--- config.mk ---
export PLATFORM = sky130hd
export DESIGN_NAME = signed_integer_to_ascii_unit_flat
export DESIGN_NICKNAME = d
export VERILOG_FILES = /design/src/rtl/sita_pkg.sv /design/src/rtl/sita_if.sv /design/src/rtl/sita_front.sv /design/src/rtl/sita_queue.sv /design/src/rtl/sita_back.sv /design/src/rtl/signed_integer_to_ascii_unit.sv /design/src/flat_wrapper.sv
export SDC_FILE = /design/constraint.sdc
export NUM_CORES = 1
export LEC_CHECK = 0
export BUFFER_PORTS_ARGS = -buffer_cell sky130_fd_sc_hd__clkbuf_2
export CORE_MARGIN = 3
export CORE_UTILIZATION = 40
export DETAILED_ROUTE_END_ITERATION = 7
export SLEW_MARGIN = 0
export SYNTH_ARGS = -nofsm -noshare
export SYNTH_HDL_FRONTEND = slang
export SYNTH_SLANG_ARGS = --single-unit
--- constraint.sdc ---
create_clock -name clk -period 19.1 [get_ports clk]
set_input_delay 0.955 -clock clk [delete_from_list [all_inputs] [get_ports clk]]
set_output_delay 0.955 -clock clk [all_outputs]
set_load 0.005 [all_outputs]
--- src/rtl/sita_pkg.sv ---
// shared constants, types and digit mapping for the integer to text unit
package sita_pkg;

  localparam int VALUE_BITS  = 32;
  localparam int MAX_DIGITS  = 32;
  localparam int DIGIT_BITS  = 6;
  localparam int RADIX_BITS  = 6;
  localparam int ADDR_BITS   = $clog2(MAX_DIGITS);
  localparam int COUNT_BITS  = $clog2(MAX_DIGITS + 1);
  localparam int CHAR_BITS   = 8;

  // quotient bits resolved per divider cycle
  localparam int STEPS       = 8;
  localparam int DIV_CYCLES  = (VALUE_BITS + STEPS - 1) / STEPS;
  localparam int DIV_WIDTH   = DIV_CYCLES * STEPS;
  localparam int CYC_BITS    = (DIV_CYCLES > 1) ? $clog2(DIV_CYCLES) : 1;

  localparam int QUEUE_DEPTH = 2;
  localparam int QPTR_BITS   = $clog2(QUEUE_DEPTH);
  localparam int QCNT_BITS   = $clog2(QUEUE_DEPTH + 1);

  localparam logic [RADIX_BITS-1:0] RADIX_MIN   = RADIX_BITS'(2);
  localparam logic [RADIX_BITS-1:0] RADIX_MAX   = RADIX_BITS'(36);
  localparam logic [RADIX_BITS-1:0] RADIX_RESET = RADIX_BITS'(10);

  localparam logic [CHAR_BITS-1:0]  LETTER_OFFSET = CHAR_BITS'(87);
  localparam logic [CHAR_BITS-1:0]  CHAR_ZERO     = 8'h30;
  localparam logic [CHAR_BITS-1:0]  CHAR_MINUS    = 8'h2d;
  localparam logic [DIGIT_BITS-1:0] DIGIT_LIMIT   = DIGIT_BITS'(10);

  typedef struct packed {
    logic                  negative;
    logic [VALUE_BITS-1:0] magnitude;
    logic [RADIX_BITS-1:0] radix;
  } job_t;

  function automatic logic [CHAR_BITS-1:0] digit_char(input logic [DIGIT_BITS-1:0] d);
    logic [CHAR_BITS-1:0] wide;
    wide = CHAR_BITS'(d);
    if (d >= DIGIT_LIMIT) begin
      return wide + LETTER_OFFSET;
    end
    return wide + CHAR_ZERO;
  endfunction

endpackage

--- src/rtl/sita_if.sv ---
// valid/ready channels for input numbers and output characters
interface sita_value_if;
  logic                                valid;
  logic                                ready;
  logic signed [sita_pkg::VALUE_BITS-1:0] value;

  modport source (output valid, output value, input ready);
  modport sink (input valid, input value, output ready);
endinterface

interface sita_char_if;
  logic                               valid;
  logic                               ready;
  logic [sita_pkg::CHAR_BITS-1:0]     character;
  logic                               last;

  modport source (output valid, output character, output last, input ready);
  modport sink (input valid, input character, input last, output ready);
endinterface

--- src/rtl/sita_front.sv ---
// front end: takes numbers, splits off the sign and forms the magnitude
module sita_front (
  sita_value_if.sink                    number,
  input  logic [sita_pkg::RADIX_BITS-1:0] radix,
  input  logic                          q_full,
  output logic                          q_push,
  output sita_pkg::job_t                q_job
);
  import sita_pkg::*;

  logic [VALUE_BITS-1:0] raw;

  assign raw          = VALUE_BITS'(number.value);
  assign number.ready = !q_full;
  assign q_push       = number.valid && !q_full;

  always_comb begin
    q_job.negative  = raw[VALUE_BITS-1];
    // two's complement negate, modulo 2^n so the most negative value survives
    q_job.magnitude = raw[VALUE_BITS-1] ? (~raw + VALUE_BITS'(1)) : raw;
    q_job.radix     = radix;
  end
endmodule

--- src/rtl/sita_queue.sv ---
// short job queue between front and back ends
module sita_queue (
  input  logic           clk,
  input  logic           rst,
  input  logic           push,
  input  sita_pkg::job_t push_job,
  input  logic           pop,
  output sita_pkg::job_t head,
  output logic           full,
  output logic           empty
);
  import sita_pkg::*;

  job_t                 slots [QUEUE_DEPTH];
  logic [QPTR_BITS-1:0] wr_ptr;
  logic [QPTR_BITS-1:0] rd_ptr;
  logic [QCNT_BITS-1:0] fill;

  assign full  = (fill == QCNT_BITS'(QUEUE_DEPTH));
  assign empty = (fill == '0);
  assign head  = slots[rd_ptr];

  always_ff @(posedge clk) begin
    if (push) begin
      slots[wr_ptr] <= push_job;
    end
  end

  always_ff @(posedge clk) begin
    if (rst) begin
      wr_ptr <= '0;
      rd_ptr <= '0;
      fill   <= '0;
    end else begin
      if (push) begin
        wr_ptr <= wr_ptr + QPTR_BITS'(1);
      end
      if (pop) begin
        rd_ptr <= rd_ptr + QPTR_BITS'(1);
      end
      unique case ({push, pop})
        2'b10:   fill <= fill + QCNT_BITS'(1);
        2'b01:   fill <= fill - QCNT_BITS'(1);
        default: fill <= fill;
      endcase
    end
  end
endmodule

--- src/rtl/sita_back.sv ---
// back end: digit divider, digit store and character sequencer
module sita_back (
  input  logic           clk,
  input  logic           rst,
  input  logic           q_empty,
  input  sita_pkg::job_t q_head,
  output logic           q_pop,
  sita_char_if.source    chars
);
  import sita_pkg::*;

  typedef enum logic [2:0] {IDLE, DIVIDE, SIGN, READ, SHOW} state_t;

  state_t                 state;
  logic                   negative;
  logic [RADIX_BITS-1:0]  radix;
  logic [DIV_WIDTH-1:0]   quot;
  logic [RADIX_BITS-1:0]  rem;
  logic [CYC_BITS-1:0]    cyc;
  logic [COUNT_BITS-1:0]  count;
  logic [ADDR_BITS-1:0]   ptr;

  logic [DIGIT_BITS-1:0]  store [MAX_DIGITS];
  logic [DIGIT_BITS-1:0]  rd_data;

  logic [DIV_WIDTH-1:0]   quot_next;
  logic [RADIX_BITS-1:0]  rem_next;
  logic                   div_done;
  logic                   conv_done;

  // eight restoring steps on the narrow partial remainder
  always_comb begin
    logic [RADIX_BITS:0]  r;
    logic [DIV_WIDTH-1:0] q;
    r = '0;
    q = quot;
    rem_next = rem;
    for (int i = 0; i < STEPS; i++) begin
      r = {rem_next, q[DIV_WIDTH-1]};
      q = {q[DIV_WIDTH-2:0], 1'b0};
      if (r >= {1'b0, radix}) begin
        r    = r - {1'b0, radix};
        q[0] = 1'b1;
      end
      rem_next = r[RADIX_BITS-1:0];
    end
    quot_next = q;
  end

  assign div_done  = (cyc == CYC_BITS'(DIV_CYCLES - 1));
  assign conv_done = (quot_next == '0) || (count == COUNT_BITS'(MAX_DIGITS - 1));
  assign q_pop     = (state == IDLE) && !q_empty;

  always_ff @(posedge clk) begin
    if ((state == DIVIDE) && div_done) begin
      store[count[ADDR_BITS-1:0]] <= DIGIT_BITS'(rem_next);
    end
    rd_data <= store[ptr];
  end

  assign chars.valid     = (state == SIGN) || (state == SHOW);
  assign chars.character = (state == SIGN) ? CHAR_MINUS : digit_char(rd_data);
  assign chars.last      = (state == SHOW) && (ptr == '0);

  always_ff @(posedge clk) begin
    if (rst) begin
      state    <= IDLE;
      negative <= 1'b0;
      radix    <= RADIX_RESET;
      quot     <= '0;
      rem      <= '0;
      cyc      <= '0;
      count    <= '0;
      ptr      <= '0;
    end else begin
      unique case (state)
        IDLE: begin
          if (!q_empty) begin
            negative <= q_head.negative;
            radix    <= q_head.radix;
            quot     <= DIV_WIDTH'(q_head.magnitude);
            rem      <= '0;
            cyc      <= '0;
            count    <= '0;
            state    <= DIVIDE;
          end
        end
        DIVIDE: begin
          if (div_done) begin
            count <= count + COUNT_BITS'(1);
            // last digit written sits at the old count
            ptr   <= count[ADDR_BITS-1:0];
            quot  <= quot_next;
            rem   <= '0;
            cyc   <= '0;
            if (conv_done) begin
              state <= negative ? SIGN : READ;
            end
          end else begin
            quot <= quot_next;
            rem  <= rem_next;
            cyc  <= cyc + CYC_BITS'(1);
          end
        end
        SIGN: begin
          if (chars.ready) begin
            state <= READ;
          end
        end
        READ: begin
          state <= SHOW;
        end
        SHOW: begin
          if (chars.ready) begin
            if (ptr == '0) begin
              state <= IDLE;
            end else begin
              ptr   <= ptr - ADDR_BITS'(1);
              state <= READ;
            end
          end
        end
        default: state <= IDLE;
      endcase
    end
  end
endmodule

--- src/rtl/signed_integer_to_ascii_unit.sv ---
// signed integer to ascii text, top level with radix register
// flow: an accepted number is registered into the job queue, the back end pops it when idle,
// the divider forms each digit (eight quotient bits a cycle), then the sign and digits are shown
// one number is converted at a time; the output stalls while chars.ready is low
// the divider and the digit store set the pace; the queue holds two numbers
// reset (synchronous, active high) sets radix to ten and empties queue and sequencer
module signed_integer_to_ascii_unit (
  input  logic                          clk,
  input  logic                          rst,
  input  logic                          cfg_write,
  input  logic [sita_pkg::RADIX_BITS-1:0] cfg_data,
  sita_value_if.sink                    number,
  sita_char_if.source                   chars
);
  import sita_pkg::*;

  logic [RADIX_BITS-1:0] radix;
  logic                  q_push;
  logic                  q_pop;
  logic                  q_full;
  logic                  q_empty;
  job_t                  q_job;
  job_t                  q_head;

  // writes outside the legal range clamp to the nearest bound
  always_ff @(posedge clk) begin
    if (rst) begin
      radix <= RADIX_RESET;
    end else if (cfg_write) begin
      if (cfg_data < RADIX_MIN) begin
        radix <= RADIX_MIN;
      end else if (cfg_data > RADIX_MAX) begin
        radix <= RADIX_MAX;
      end else begin
        radix <= cfg_data;
      end
    end
  end

  sita_front u_front (
    .number (number),
    .radix  (radix),
    .q_full (q_full),
    .q_push (q_push),
    .q_job  (q_job)
  );

  sita_queue u_queue (
    .clk      (clk),
    .rst      (rst),
    .push     (q_push),
    .push_job (q_job),
    .pop      (q_pop),
    .head     (q_head),
    .full     (q_full),
    .empty    (q_empty)
  );

  sita_back u_back (
    .clk     (clk),
    .rst     (rst),
    .q_empty (q_empty),
    .q_head  (q_head),
    .q_pop   (q_pop),
    .chars   (chars)
  );

  a_radix_legal: assert property (@(posedge clk) disable iff (rst)
    radix >= RADIX_MIN && radix <= RADIX_MAX)
    else $error("radix register left its legal range");

  a_low_clamp: assert property (@(posedge clk) disable iff (rst)
    cfg_write && cfg_data < RADIX_MIN |=> radix == RADIX_MIN)
    else $error("low radix write not clamped");

  a_push_lands: assert property (@(posedge clk) disable iff (rst)
    number.valid && number.ready |=> !q_empty)
    else $error("accepted word missing from job queue");

  a_pop_nonempty: assert property (@(posedge clk) disable iff (rst)
    q_pop |-> !q_empty)
    else $error("job taken from empty queue");

endmodule

--- src/flat_wrapper.sv ---
// flat-port wrapper written by rule: the top's interface ports become plain ports
module signed_integer_to_ascii_unit_flat import sita_pkg::*;
  (clk, rst, cfg_write, cfg_data, number_valid, number_value, number_ready, chars_valid, chars_character, chars_last, chars_ready);
  sita_value_if number_i ();
  sita_char_if chars_i ();
  input  logic clk;
  input  logic rst;
  input  logic cfg_write;
  input  logic [sita_pkg::RADIX_BITS-1:0] cfg_data;
  input wire logic [$bits(number_i.valid)-1:0] number_valid;
  input wire logic [$bits(number_i.value)-1:0] number_value;
  output wire logic [$bits(number_i.ready)-1:0] number_ready;
  output wire logic [$bits(chars_i.valid)-1:0] chars_valid;
  output wire logic [$bits(chars_i.character)-1:0] chars_character;
  output wire logic [$bits(chars_i.last)-1:0] chars_last;
  input wire logic [$bits(chars_i.ready)-1:0] chars_ready;
  assign number_i.valid = number_valid;
  assign number_i.value = number_value;
  assign number_ready = number_i.ready;
  assign chars_valid = chars_i.valid;
  assign chars_character = chars_i.character;
  assign chars_last = chars_i.last;
  assign chars_i.ready = chars_ready;
  signed_integer_to_ascii_unit u_core (.clk(clk), .rst(rst), .cfg_write(cfg_write), .cfg_data(cfg_data), .number(number_i), .chars(chars_i));
endmodule
==> out/results.txt <==
vias per cell - 5.62
Clock Sinks - 348
final WL - 39600 µm
area post-placement - 18000 µm²
Num CTS Buffers - 38
PortBufs - 53
kind of critical path - reg2reg
placed cell count - 1879
most common cell after layout, fill and taps aside - edfxtp_1
Vias - 10900
worst slew pin tran - 1.05 ns
synth unique cells - 79
largest net degree at the start of global routing - 69
GR Overflow Total - 0
Synth Instances - 1327
Tmin final - 17.60 ns
post-route cell area - 19300 µm²
Initial Utilization - 0.408
Slew HR - 0.302
core area - 42100 µm²
htree depth - 2
clock slew at reported path FFs - 0.06 ns
vias in the first global route - 10900
Site Rows - 75
hold crit path type - reg2reg
final RePlAce weighted congestion - 0.866
post-synth top area cell - edfxtp_1
hold buffers post-CTS - 0
TritonCTS clock tree - built
prevailing post-synth register cell - edfxtp_1
Final #Nets - 1492
CP max stage delay - 0.43 ns
Root Buffer - clkbuf_16
Mapped Avg Cell Area - 12.9 µm²
clk_skew - 0.0422 ns
DRC Markers - 0
global-route wire length before repair - 62300 µm
CP max stage cell - mux2_2
flops & latches, synth - 348
commonest non-fill, non-tap cells in the layout - edfxtp_1 (270), nor2_1 (166), dfxtp_1 (74)
Critical Path RT - 19.57 ns
EDFF count, synth - 270
status - completed
sequential area share after synthesis - 0.563
DRT iter0 DRCs - 820
share of layout cells above drive strength 1 - 0.175
chip width - 213 µm
Area Overhead vs Synth - 12.4%
Synthesized Nets - 1439
Critical Path Sink Type - register
setup TNS - 0 ns
Finished Layout Cells - 1949
ys async rst share - 0
Die Span Y - 213 µm
MaxCap Viol Count - 0
RSZ-0062 raised after global routing - false
Hold Violations, Final - 0
Top-Level Pins - 54
Final ANT Viol Nets - 0
fill count - 3755
final setup vio count - 0
hpwl dp - 27300 µm
Global Route Usage Sum - 0.177
CP Data Arrival Time - 18.07 ns
clk buf depth - 3
share of the synthesized area in the top cell type - 0.472
top post-synthesis cells by area - edfxtp_1 (47%), dfxtp_1 (9.1%), mux4_2 (7.9%)
# diodes - 0
Post-Syn Area - 17200 µm²
Slew Viols, Final - 0
maximum clock rate - 0.0568 GHz
Die ar. - 45500 µm²
Worst Setup Start Kind - register
1st-pass router iterations - 5
clock latency on the worst-skew pair - 0.58 ns
largest fanout on the critical path - 12
initial antenna violation count - 1
routed length per placed instance - 20.3 µm
Final period util - 0.922
YS warnings - 0
## worst max-delay path, delay by kind of cell, from the launching register on
family,cells,cell delay [ns]
simple gates,17,3.02
mux,5,1.80
flops,1,0.32
compound gates,38,9.24
buf+inv,8,0.76
fa+ha+maj,8,2.38
## sequential cells by signal (all words and copies together) (netlist names), 2 cells and up, named ones only
signal,flops
u_core.u_back.rem,6
u_core.radix,6
u_core.u_back.state,3
u_core.u_back.cyc,2
u_core.u_queue.slots,78
u_core.u_queue.fill,2
u_core.u_back.rd_data,6
u_core.u_back.ptr,5
u_core.u_back.count,6
u_core.u_back.store,192
u_core.u_back.radix,6
u_core.u_back.quot,32
## synthesized netlist by cell type (14+ instances only)
master,n
nor2_1,168
inv_1,55
clkbuf_1,44
ha_1,61
edfxtp_1,270
nand3_1,20
o21ai_0,46
xnor2_1,45
mux4_2,60
dfxtp_1,78
mux2i_1,54
or3_1,14
a21oi_1,45
a21o_1,15
xor2_1,14
nand2_1,55
nor3_1,15
mux2_2,23
a221oi_1,29
## timing repair
item,4_1_cts,5_1_grt
endpoints found under the setup margin,0,194
endpoints found under the hold margin,0,0
buffers inserted,0,0
gates resized for setup,0,10
## through the flow
stage	hold WS [ns]	worst slack (ns)	util
after global placement	0.437	1.33	0.428
after global routing	0.482	0.0440	0.458
after floorplan	0.425	2.81	-
final	0.465	1.50	0.458
after detailed placement	0.456	0.754	0.428
after CTS	0.469	0.682	0.457
## kinds of logic (layout without fill, tap and decap cells)
logic type / Yosys count / count (layout) / share of synthesized area
buffers and inverters: 112 / 195 / 0.0251
flip-flops: 348 / 348 / 0.563
AND/OR/NAND/NOR: 358 / 358 / 0.0983
AO/OA/AOI/OAI: 242 / 242 / 0.103
adder cells (fa/ha/maj): 69 / 69 / 0.0538
XOR/XNOR: 59 / 59 / 0.0301
multiplexers: 139 / 139 / 0.127
## path summary, 6_finish.rpt
path                                              from                         end  slack [ns]  cells past startpoint
worst min register to register         u_core.radix[0]  u_core.u_queue.slots[0][0]        0.47                      0
worst min-delay path                   u_core.radix[0]  u_core.u_queue.slots[0][0]        0.47                      0
worst max register to register  u_core.u_back.radix[4]      u_core.u_back.state[0]        1.50                     76
worst max-delay path            u_core.u_back.radix[4]      u_core.u_back.state[0]        1.50                     76
## final cells by class
class                   instances  area (µm²)  area share
clock inverters                14         170     0.00882
inverters                      56         210      0.0109
flip-flops and latches        348        9680       0.501
well taps                     539         674      0.0349
clock buffers                  56        1060      0.0549
repair buffers                 69         385      0.0200
multi-input cells             867        7120       0.369
## per-layer routing
layer / up-vias / wire (µm) / track usage
li1: 5201 / - / -
met3: 55 / 1820 / 0.0241
met2: 272 / 18000 / 0.274
met4: 2 / 821 / 0.0467
met1: 5418 / 18900 / 0.263
met5: - / 20 / 0
Power is left out: the tool's default activity adds up to more than one toggle a clock period on the data nets, which glitch-free logic cannot reach.
